==> config.mk <==
export PLATFORM = sky130hd
export DESIGN_NAME = arpc_ram
export DESIGN_NICKNAME = d
export VERILOG_FILES = /design/src/rtl/core/arpc_ram.sv
export SDC_FILE = /design/constraint.sdc
export NUM_CORES = 1
export LEC_CHECK = 0
export ABC_AREA = 1
export BUFFER_PORTS_ARGS = -buffer_cell sky130_fd_sc_hd__buf_4
export CAP_MARGIN = 20
export CORE_AREA = 2 2 225 227
export DETAILED_ROUTE_END_ITERATION = 8
export DIE_AREA = 0 0 227 229
export GPL_ROUTABILITY_DRIVEN = 0
export HOLD_SLACK_MARGIN = 0.15
export SLEW_MARGIN = 20
export SYNTH_ARGS = -nofsm -noshare
export SYNTH_HDL_FRONTEND = slang
export SYNTH_SLANG_ARGS = --single-unit
==> constraint.sdc <==
create_clock -name aclk -period 2.2 [get_ports aclk]
set_input_delay 0.22 -clock aclk [delete_from_list [all_inputs] [get_ports aclk]]
set_output_delay 0.22 -clock aclk [all_outputs]
set_load 0.1 [all_outputs]
==> src/rtl/core/arpc_ram.sv <==
`default_nettype none
// ----------------------------------------------------------------------------
// arpc_ram: generic single-port RAM
// One write or one read per cycle, registered read data.
// ----------------------------------------------------------------------------
module arpc_ram #(
    parameter int WIDTH = 8,
    parameter int DEPTH = 64
) (
    input  wire                      aclk,
    input  wire                      we,
    input  wire  [$clog2(DEPTH)-1:0] addr,
    input  wire  [WIDTH-1:0]         wdata,
    output logic [WIDTH-1:0]         rdata
);
    logic [WIDTH-1:0] mem [DEPTH];

    always_ff @(posedge aclk) begin
        if (we) begin
            mem[addr] <= wdata;
        end
        rdata <= mem[addr];
    end
endmodule
`default_nettype wire

==> impl_results.md, run 1 <==
* Max incr delay on CP at around 0.44 ns
* Tcrit/Tclk final at roughly 74%
* RR Startpoint: mem[21][2]
* Area of the mapped netlist at between 20000 and 25000 um^2
* Postcts setup bufs at 0
* Vias/cell at about 5
* Inst Count DP at 2878
* Die Area at a little over 50000 um^2
* Post-synthesis sequential area ratio at 70.47%
* Syn. warnings at 0
* Final nets at around 2300
* F_max at slightly above 600 MHz
* H-tree depth at 2
* Root buf cell: clkbuf_16
* Pwr Density at roughly 840 nW/um^2
* Design area at ~25000 um^2
* Die Wd at between 200 and 250 um
* Largest net degree at the start of global routing at 82
* Dpl hpwl at approximately 33 mm
* Setup CP Type: reg2out
* Worst VDD drop at between 0.5 and 0.6 mV
* Netlist cell types at 22
* Comb pwr share at under 10%
* Share of post-route cells with drive strength above 1 at under 10%
* Pins Over Slew Limit at 0
* GRT Total Usage at ~21%
* Sw Ratio at between 20 and 25%
* Arr. time, crit path at about 1.4 ns
* Net Count, Synth at 2183
* Antenna violation net count after detailed routing at 0
* Mapped Cells at around 2200
* CTS Buffer Depth at 3
* DP Area at ~24000 um^2
* Worst Setup Start Kind: flop
* Drt pass-1 iters at 5
* Die Span Y at 229 um
* Routed WL at around 55 mm
* Setup violations, final at 0
* # fillers at between 4000 and 5000
* Core area at between 40000 and 50000 um^2
* Reg clk slew, reported paths at about 0.070 ns
* Pint at about 0.016 W
* Antenna diodes at 0
* Buf/Inv on CP at 1
* Tightest Pin Transition at 0.9086 ns
* Net Sw Power at 0.004937 W
* Clock share of power at 41.3%
* First-pass GRT wire length at 84.42 mm
* Worst-skew pair later-pin latency at approximately 0.62 ns
* CP delay by family, top: flip-flops
* Cell row count at 82
* Max_slew headroom at 39.43%
* Synthesized flop and latch total at 520
* Via count at 14700
* Crit-path cells: buf_4
* Residual DRC at 0
* Hold_sp: wdata[6]
* Worst Clk Skew at around 0.027 ns
* Overflow after GRT at 0
* Hold Violations, Final at 0
* RSZ-0062 raised after global routing: false
* CTS tree: yes
* Routed length per instance at 18.30 um
* Status: finished clean
* CTS Buf Count at between 50 and 60
* Max-cap viol count at 0
* Min Tclk post-route at 1.621 ns
* LEAKAGE at 10.61 nW
* Initial antenna violation count at 0
* Vias in the first global route at between 10000 and 15000
* Flop pwr share at 51.6%
* Avg Inst Size Synth at 10.17 um^2
* Initial Util at between 40 and 50%
* Hold Path Class: in2reg
* WP data required at around 2 ns
* PortBufs at 23
* Post-route insts no fill at 2981
* Crit. Startpoint: rdata[6]
* Max FO, Critical Path at 1
* Num ports at 24
* Clock sinks at between 500 and 600
* Crit end category: output port
* DRT iter0 DRCs at between 1000 and 1500
* Setup TNS at 0 ns
* Slowest-stage cell, CP: dfxtp_1
* Area growth syn-to-layout at 14.73%
[cells in the mapped netlist (all sizes together)]
| cell type | n | area, um^2 |
|---|---|---|
| nand2 | 1384 | 5195 |
| edfxtp | 512 | 15370 |
| nor2 | 89 | 339.1 |
| buf | 78 | 496.7 |
| inv | 29 | 108.9 |
| clkbuf | 23 | 86.33 |
| nand3 | 13 | 65.06 |
| dfxtp | 8 | 160.2 |
| nor3 | 8 | 80.08 |
| o21ai | 7 | 35.03 |
| or2 | 6 | 37.54 |
| o211ai | 5 | 37.54 |
| nand4 | 2 | 12.51 |
| nor4 | 2 | 12.51 |
| clkinv | 1 | 3.750 |
[cells in the final DEF, fill, tap and decap left out, drive strengths merged, types with 4 or more instances in the layout]
| cell type | count |
|---|---|
| nor3 | 8 |
| clkbuf | 65 |
| bufinv | 4 |
| o211ai | 5 |
| nand2 | 1384 |
| clkinv | 30 |
| nand3 | 13 |
| edfxtp | 512 |
| or2 | 6 |
| o21ai | 7 |
| dfxtp | 8 |
| inv | 31 |
| nor2 | 89 |
| buf | 139 |
[logic make-up (layout without fill, tap and decap cells)]
logic type	Yosys count	after routing	share of synthesized area, %
AOI/OAI and AO/OA	12	12	0.3292
buffers and inverters	131	273	3.156
DFF	520	520	70.47
and+or+nand+nor	1504	1504	26.05
[layer usage]
layer,part of all wire [%],track usage [%]
met5,0,0
met4,2.2,5.556
met1,45,30.31
met3,6.3,3.874
met2,46,34.17
[final cells by class]
cell class | instances | area, um^2 | area share [%]
Timing Repair Buffer | 143 | 1287 | 5.091
Tap cell | 672 | 840.8 | 3.324
Inverter | 30 | 118.9 | 0.4700
Sequential cell | 520 | 15530 | 61.42
Multi-Input combinational cell | 1516 | 5814 | 22.99
Clock buffer | 64 | 1410 | 5.575
Clock inverter | 36 | 285.3 | 1.128
[power groups by stage]
stage | sequential, W | clock, W | combinational, W
floorplan | 0.0114 | 0 | 0.000749
global placement | 0.0112 | 0 | 0.00149
detailed placement | 0.0112 | 0 | 0.00150
CTS | 0.0110 | 0.00897 | 0.00151
global route | 0.0110 | 0.00933 | 0.00166
finish | 0.0110 | 0.00881 | 0.00150
[sequential cells by signal (all words and copies together), names as in the netlist]
signal / flops
mem: 512
rdata: 8
[worst paths after layout]
kind,to,slack (ns),cells past startpoint
worst max register to register,rdata[2],0.79,10
worst max-delay path,rdata[6],0.58,1
worst min register to register,rdata[6],0.71,6
worst min-delay path,mem[61][6],0.22,1
[metrics by stage]
stage	hold slack (ns)	util, %	power, W	setup slack (ns)
floorplan	0.3189	-	0.01210	0.01142
global placement	0.6645	47.46	0.01271	0.2413
detailed placement	0.6603	47.46	0.01272	0.2088
CTS	0.2111	50.93	0.02148	0.5832
global route	0.2241	50.93	0.02199	0.5771
finish	0.2168	50.93	0.02132	0.5791
[timing repair]
item | in CTS | in global routing
endpoints found under the hold margin | 78 | 0
hold buffers | 3 | 0
gates resized for setup | 0 | 0
Note: power is estimated with default switching activity, not from simulation.
==> run 2: changes to the inputs <==
--- a/config.mk
+++ b/config.mk
@@ -5,12 +5,12 @@
 export SDC_FILE = /design/constraint.sdc
 export NUM_CORES = 1
 export LEC_CHECK = 0
-export ABC_AREA = 1
+export ABC_AREA = 0
 export BUFFER_PORTS_ARGS = -buffer_cell sky130_fd_sc_hd__buf_4
 export CAP_MARGIN = 20
-export CORE_AREA = 2 2 225 227
+export CORE_AREA = 2 2 217 219
 export DETAILED_ROUTE_END_ITERATION = 8
-export DIE_AREA = 0 0 227 229
+export DIE_AREA = 0 0 219 221
 export GPL_ROUTABILITY_DRIVEN = 0
 export HOLD_SLACK_MARGIN = 0.15
 export SLEW_MARGIN = 20
==> constraint.sdc (replaced) <==
create_clock -name aclk -period 1.65 [get_ports aclk]
set_input_delay 0.165 -clock aclk [delete_from_list [all_inputs] [get_ports aclk]]
set_output_delay 0.165 -clock aclk [all_outputs]
set_load 0.1 [all_outputs]
==> impl_results.md, run 2 <==
* Status: complete, but fails checks
* Failing checks: setup timing
* Max incr delay on CP at 0.52 ns (+0.08 ns)
* CP delay by family, top: multiplexers
* Post-synth top cells: edfxtp_1 (512), nor2_1 (82), mux2i_1 (63)
* Final hold slack at 0.1608 ns (-0.05597 ns)
* Hold_sp: wdata[6]
* Net Count, Synth at 1187 (-46%)
* Commonest non-fill, non-tap cells in the layout: edfxtp_1 (512), buf_4 (183), buf_12 (78)
* Die Area at 48400 um^2 (-6.9%)
* Vias in the first global route at 12180 (-17%)
* Reg clk slew, reported paths at 0.06 ns (about the same)
* Share of post-route cells with drive strength above 1 at 34.55% (+25 points)
* Synthesized flop and latch total at 520 (unchanged)
* Dpl hpwl at 36.30 mm (+11%)
* CTS Buffer Depth at 3 (unchanged)
* Largest area contributor in the synthesized netlist: edfxtp_1
* Core area at 46060 um^2 (-7.2%)
* Die Span Y at 221 um (-3.5%)
* Min Tclk post-route at between 2 and 2.5 ns
* First-pass GRT wire length at 80.94 mm (-4.1%)
* Crit-path cells: mux4_2 -> mux2i_2 -> o22a_1 -> o21ai_2 -> or4b_1
* Final Core Density at 57.12% (+6.2 points)
* GRT Total Usage at 23.09% (+1.7 points)
* Die Wd at 219 um (-3.5%)
* Final WS setup at -0.3941 ns (-0.9732 ns)
* Post-synthesis sequential area ratio at 75.97% (+5.5 points)
* F_max at around 490 MHz
* H-tree depth at 2 (unchanged)
* WP data required at 2.11 ns (+0.13 ns)
* Inst Count DP at 1963 (-32%)
* Mapped Cells at 1171 (-46%)
* Crit end category: flop
* Hold Violations, Final at 0 (unchanged)
* LEAKAGE at 8.725 nW (-18%)
* CTS tree: yes
* Avg Inst Size Synth at 17.46 um^2 (+72%)
* Crit. Startpoint: mem[48][5]
* Via count at 11960 (-19%)
* Num ports at 24 (unchanged)
* Arr. time, crit path at 2.50 ns (+1.10 ns)
* Hold Path Class: in2reg
* Worst VDD drop at 0.8605 mV (+57%)
* Final nets at 1431 (-37%)
* Residual DRC at 0 (unchanged)
* Vias/cell at 5.795 (+18%)
* Antenna violation net count after detailed routing at 0 (unchanged)
* Worst Setup Start Kind: flop
* Setup violations, final at 5 (+5)
* Root buf cell: clkbuf_16
* Clock sinks at 520 (unchanged)
* Synth top area share at 75.18% (+5.4 points)
* Pwr Density at 1084 nW/um^2 (+29%)
* Post-route insts no fill at 2063 (-31%)
* Largest net degree at the start of global routing at 65 (-21%)
* Max FO, Critical Path at 1 (unchanged)
* Buf/Inv on CP at 0 (-1)
* Initial Util at 44.40% (about the same)
* Total power at 0.02852 W (+34%)
* PortBufs at 23 (unchanged)
* Setup CP Type: reg2reg
* DRT iter0 DRCs at 1367 (+14%)
* Worst Clk Skew at 0.01141 ns (-0.01542 ns)
* Antenna diodes at 0 (unchanged)
* RR Startpoint: mem[48][5]
* CTS Buf Count at 52 (-3.7%)
* Postcts setup bufs at 0 (unchanged)
* Tightest Pin Transition at 0.7556 ns (-0.1531 ns)
* Routed length per instance at 26.46 um (+45%)
* Routed WL at 54.59 mm (about the same)
* Worst-skew pair later-pin latency at 0.59 ns (-0.03 ns)
* Setup TNS at -1.537 ns (-1.537 ns)
* Slowest-stage cell, CP: or4b_1
* Pins Over Slew Limit at 0 (unchanged)
* Area of the mapped netlist at 20450 um^2 (-7.2%)
* Post-synth EDFFs at 512 (unchanged)
* Drt pass-1 iters at 5 (unchanged)
* Syn. warnings at 0 (unchanged)
* Area growth syn-to-layout at 28.66%
* Largest registers: mem x512, rdata x8
* Ys async rst share at 0% (unchanged)
* Netlist cell types at 56 (+150%)
* Tcrit/Tclk final at 123.9%
* Cell with the most instances after synthesis: edfxtp_1
* Top_reg_cell synth: edfxtp_1
* Most common cell after layout, fill and taps aside: edfxtp_1
* Cell row count at 79 (-3.7%)
* RSZ-0062 raised after global routing: true
* Max_slew headroom at 49.63% (+10 points)
* Initial antenna violation count at 0 (unchanged)
* Overflow after GRT at 0 (unchanged)
* Area contributors post-synth: edfxtp_1 (75%), mux4_2 (4.5%), mux2i_1 (3.1%), nor2_1 (1.5%), a22oi_1 (1.5%)
* Largest register FFs at 512 (unchanged)
* Max-cap viol count at 0 (unchanged)
* Most flop-heavy register: mem
[run 2: changes by cell type after synthesis, moves of 21 or more]
| cell | delta |
|---|---|
| buf_2 | -22 |
| mux2i_1 | +63 |
| o22ai_1 | +22 |
| nand2b_1 | +24 |
| a221oi_1 | +21 |
| mux4_2 | +41 |
| nand2_1 | -1339 |
| a22oi_1 | +40 |
| a21oi_1 | +28 |
| inv_1 | -22 |
[run 2: worst paths after layout]
kind	to	slack, ns	depth (start not counted)
hold / removal	mem[18][6]	0.16	1
hold reg to reg	rdata[3]	0.78	4
setup reg to reg	rdata[5]	-0.39	5
setup / recovery	rdata[5]	-0.39	5
[run 2: metal layers]
layer	global-route usage, %	wire length [um]	vias up	share of wire (%)
met3	3.299	3236	99	5.9
met4	8.348	1758	0	3.2
met2	36.27	26090	411	48
li1	-	-	5262	-
met1	33.01	23500	6184	43
met5	0	0	-	0
[run 2: cell families (layout without fill, tap and decap cells)]
group	count (synthesis)	count (layout)	synth area share, %
flops	520	520	75.97
simple gates	229	229	5.715
buf+inv	84	369	1.982
compound gates	222	222	8.076
mux	116	116	8.260
[run 2: final cells by class]
cell class | count | area, um^2
inverter | 3 | 11.26
timing repair buffer | 271 | 3043
sequential | 520 | 15530
fill | 3544 | 19750
clock inverter | 26 | 220.2
tap | 607 | 759.5
clock buffer | 69 | 1458
multi-input combinational | 567 | 5284
[run 2: worst register-to-register path: stages (launching register included)]
cell and delay (ns):
edfxtp_1 0.37, mux4_2 0.48, mux2i_2 0.20, o22a_1 0.26, o21ai_2 0.10, or4b_1 0.52
[run 2: timing repair]
item | CTS | global route
pin swaps | 12 | 20
endpoints found under the hold margin | 276 | 0
hold buffers | 7 | 0
endpoints found under the setup margin | 7 | 23
gates resized for setup | 16 | 26
[run 2: metrics by stage]
stage | instance area, um^2 | setup WS (ns)
finish | 26310 | -0.3941
global route | 26310 | -0.4218
CTS | 26200 | -0.3968
detailed placement | 24370 | -0.7734
global placement | 24370 | -0.7991
floorplan | 21060 | -0.2146
[run 2: where the power goes]
| part | internal, W | leakage [nW] | total [W] | switching [W] |
|---|---|---|---|---|
| Sequential | 0.0146 | 4.67 | 0.0147 | 0.0000489 |
| Clock | 0.00667 | 0.817 | 0.0116 | 0.00489 |
| Combinational | 0.000877 | 3.23 | 0.00229 | 0.00141 |
| Total | 0.0222 | 8.73 | 0.0285 | 0.00634 |
==> run 3: changes to the inputs <==
--- a/config.mk
+++ b/config.mk
@@ -8,11 +8,14 @@
 export ABC_AREA = 0
 export BUFFER_PORTS_ARGS = -buffer_cell sky130_fd_sc_hd__buf_4
 export CAP_MARGIN = 20
+export CELL_PAD_IN_SITES_DETAIL_PLACEMENT = 1
+export CELL_PAD_IN_SITES_GLOBAL_PLACEMENT = 2
 export CORE_AREA = 2 2 217 219
 export DETAILED_ROUTE_END_ITERATION = 8
 export DIE_AREA = 0 0 219 221
 export GPL_ROUTABILITY_DRIVEN = 0
 export HOLD_SLACK_MARGIN = 0.15
+export PLACE_DENSITY_LB_ADDON = 0.1
 export SLEW_MARGIN = 20
 export SYNTH_ARGS = -nofsm -noshare
 export SYNTH_HDL_FRONTEND = slang
==> impl_results.md, run 3 (synthesis gave the netlist of run 2 again) <==
* Antenna violation net count after detailed routing at 0 (unchanged)
* Worst VDD drop at 0.9182 mV (+6.7%)
* Postcts setup bufs at 0 (unchanged)
* Overflow after GRT at 0 (unchanged)
* Die Span Y at 221 um (unchanged)
* CTS Buffer Depth at 3 (unchanged)
* Largest registers: mem x512, rdata x8
* Worst Setup Start Kind: flop
* Residual DRC at 0 (unchanged)
* Pint at 0.02305 W (+4.0%)
* Arr. time, crit path at 2.60 ns (+0.10 ns)
* F_max at 470.0 MHz (-3.9%)
* Share of post-route cells with drive strength above 1 at 35.87% (+1.3 points)
* Max FO, Critical Path at 1 (unchanged)
* Antenna diodes at 0 (unchanged)
* Crit. Startpoint: mem[0][7]
* Most common cell after layout, fill and taps aside: edfxtp_1
* DRT iter0 DRCs at 1128 (-17%)
* Min Tclk post-route at 2.128 ns (+0.08369 ns)
* Hold Path Class: in2reg
* Status: complete, but fails checks
* Routed length per instance at 30.67 um (+16%)
* Crit end category: flop
* Met3 usage at 4.976% (+1.7 points)
* GRT Total Usage at 27.20% (+4.1 points)
* CTS tree: yes
* Clock share of power at 42.4% (+1.9 points)
* RSZ-0062 raised after global routing: true
* Dpl hpwl at 43.79 mm (+21%)
* Most flop-heavy register: mem
* Slowest-stage cell, CP: mux4_2
* Core area at 46060 um^2 (unchanged)
* Initial antenna violation count at 1 (+1)
* Largest register FFs at 512 (unchanged)
* Tightest Pin Transition at 0.8021 ns (+0.04656 ns)
* Max_slew headroom at 46.11% (-3.5 points)
* Hold_sp: wdata[1]
* Die Area at 48400 um^2 (unchanged)
* Total power at 0.02974 W (+4.3%)
* Max-cap viol count at 0 (unchanged)
* Cell row count at 79 (unchanged)
* H-tree depth at 2 (unchanged)
* Met1 Track Usage GR at 37.22% (+4.2 points)
* Largest net degree at the start of global routing at 65 (unchanged)
* Setup TNS at -1.668 ns (-0.1312 ns)
* Root buf cell: clkbuf_16
* Num ports at 24 (unchanged)
* Via count at 12320 (+3.1%)
* Routed WL at 64.09 mm (+17%)
* Failing checks: setup timing
* Hold Violations, Final at 0 (unchanged)
* Pins Over Slew Limit at 0 (unchanged)
* Initial Util at 44.40% (unchanged)
* Max incr delay on CP at 0.50 ns (-0.02 ns)
* Vias in the first global route at 13020 (+6.9%)
* Area growth syn-to-layout at 31.61%
* Clock sinks at 520 (unchanged)
* CTS Buf Count at 54 (+3.8%)
* # fillers at 4077 (+15%)
* Worst-skew pair later-pin latency at 0.61 ns (+0.02 ns)
* Worst Clk Skew at 0.02005 ns (+0.008641 ns)
* Tcrit/Tclk final at 129.0% (+5.1 points)
* Final WS setup at -0.4778 ns (-0.08369 ns)
* Met2 Use GR at 43.97% (+7.7 points)
* Crit-path cells: mux2_4 -> mux4_2 -> o21ai_4 -> o2111ai_2 -> or4b_1
* WP data required at 2.12 ns (about the same)
* Final Core Density at 58.43% (+1.3 points)
* First-pass GRT wire length at 92.86 mm (+15%)
* Commonest non-fill, non-tap cells in the layout: edfxtp_1 (512), buf_4 (188), buf_12 (95)
* Sw Ratio at 22.48% (+0.24 points)
* RR Startpoint: mem[0][7]
* Vias/cell at 5.896 (+1.7%)
* Die Wd at 219 um (unchanged)
* Net Sw Power at 0.006686 W (+5.4%)
* Gr busiest metal: met2
* Pwr Density at 1105 nW/um^2 (+1.9%)
* PortBufs at 23 (unchanged)
* LEAKAGE at 9.014 nW (+3.3%)
* Drt pass-1 iters at 5 (unchanged)
* Flop pwr share at 49.4% (-2.0 points)
* Setup CP Type: reg2reg
* Comb pwr share at 8.2% (+0.2 points)
* Setup violations, final at 5 (unchanged)
* Reg clk slew, reported paths at 0.06 ns (about the same)
* Final nets at 1455 (+1.7%)
## run 3: changes by cell type in the layout (fill, tap and decap cells not counted), sizes merged
cell / change
buf: +22
bufinv: +5
clkbuf: -2
clkinv: +5
clkinvlp: -1
inv: -2
## run 3: power by group through the flow
stage | Combinational (W) | Sequential [W] | Clock (W)
6_report | 0.00244 | 0.0147 | 0.0126
4_1_cts | 0.00240 | 0.0147 | 0.0127
3_3_place_gp | 0.00230 | 0.0150 | 0
3_5_place_dp | 0.00234 | 0.0150 | 0
5_1_grt | 0.00255 | 0.0147 | 0.0132
2_1_floorplan | 0.000879 | 0.0152 | 0
## run 3: final timing paths
check | cells after the start | slack [ns] | endpoint
worst max-delay path | 5 | -0.48 | rdata[7]
worst min-delay path | 1 | 0.16 | mem[0][1]
worst max register to register | 5 | -0.48 | rdata[7]
worst min register to register | 3 | 0.77 | rdata[6]
## run 3: final cells by class
cell class | instances | area [um^2] | share of cell area (%)
Clock buffer | 67 | 1464 | 5.439
Sequential cell | 520 | 15530 | 57.72
Inverter | 3 | 11.26 | 0.04184
Timing Repair Buffer | 293 | 3417 | 12.70
Multi-Input combinational cell | 567 | 5378 | 19.98
Clock inverter | 33 | 350.3 | 1.302
Tap cell | 607 | 759.5 | 2.822
## run 3: stage by stage
step / setup slack (ns) / hold slack, ns / std cells / instance area (um^2)
floorplan: -0.2146 / 0.2639 / 1171 / 21060
global placement: -0.9618 / 0.5927 / 1987 / 24770
detailed placement: -0.9955 / 0.5953 / 1987 / 24770
CTS: -0.4942 / 0.1640 / 2093 / 26750
global route: -0.5007 / 0.1667 / 2090 / 26910
finish: -0.4778 / 0.1605 / 2090 / 26910
## run 3: timing repair
| item | CTS | global route |
|---|---|---|
| hold buffers | 7 | 0 |
| setup endpoints to repair | 7 | 32 |
| gates resized for setup | 26 | 30 |
| pin swaps | 10 | 13 |
| endpoints found under the hold margin | 280 | 0 |
## run 3: per-layer routing
metal  part of all wire (%)  vias to the layer above
met5                      0                        -
met4                    3.3                        0
met3                    6.7                       99
met2                     48                      407
met1                     41                     6493
li1                       -                     5323
## run 3: worst max-delay path: cells and delay by family (launching register included)
family / cells / cell delay [ns]
mux: 2 / 0.78
simple gates: 1 / 0.49
flops: 1 / 0.38
compound gates: 2 / 0.33
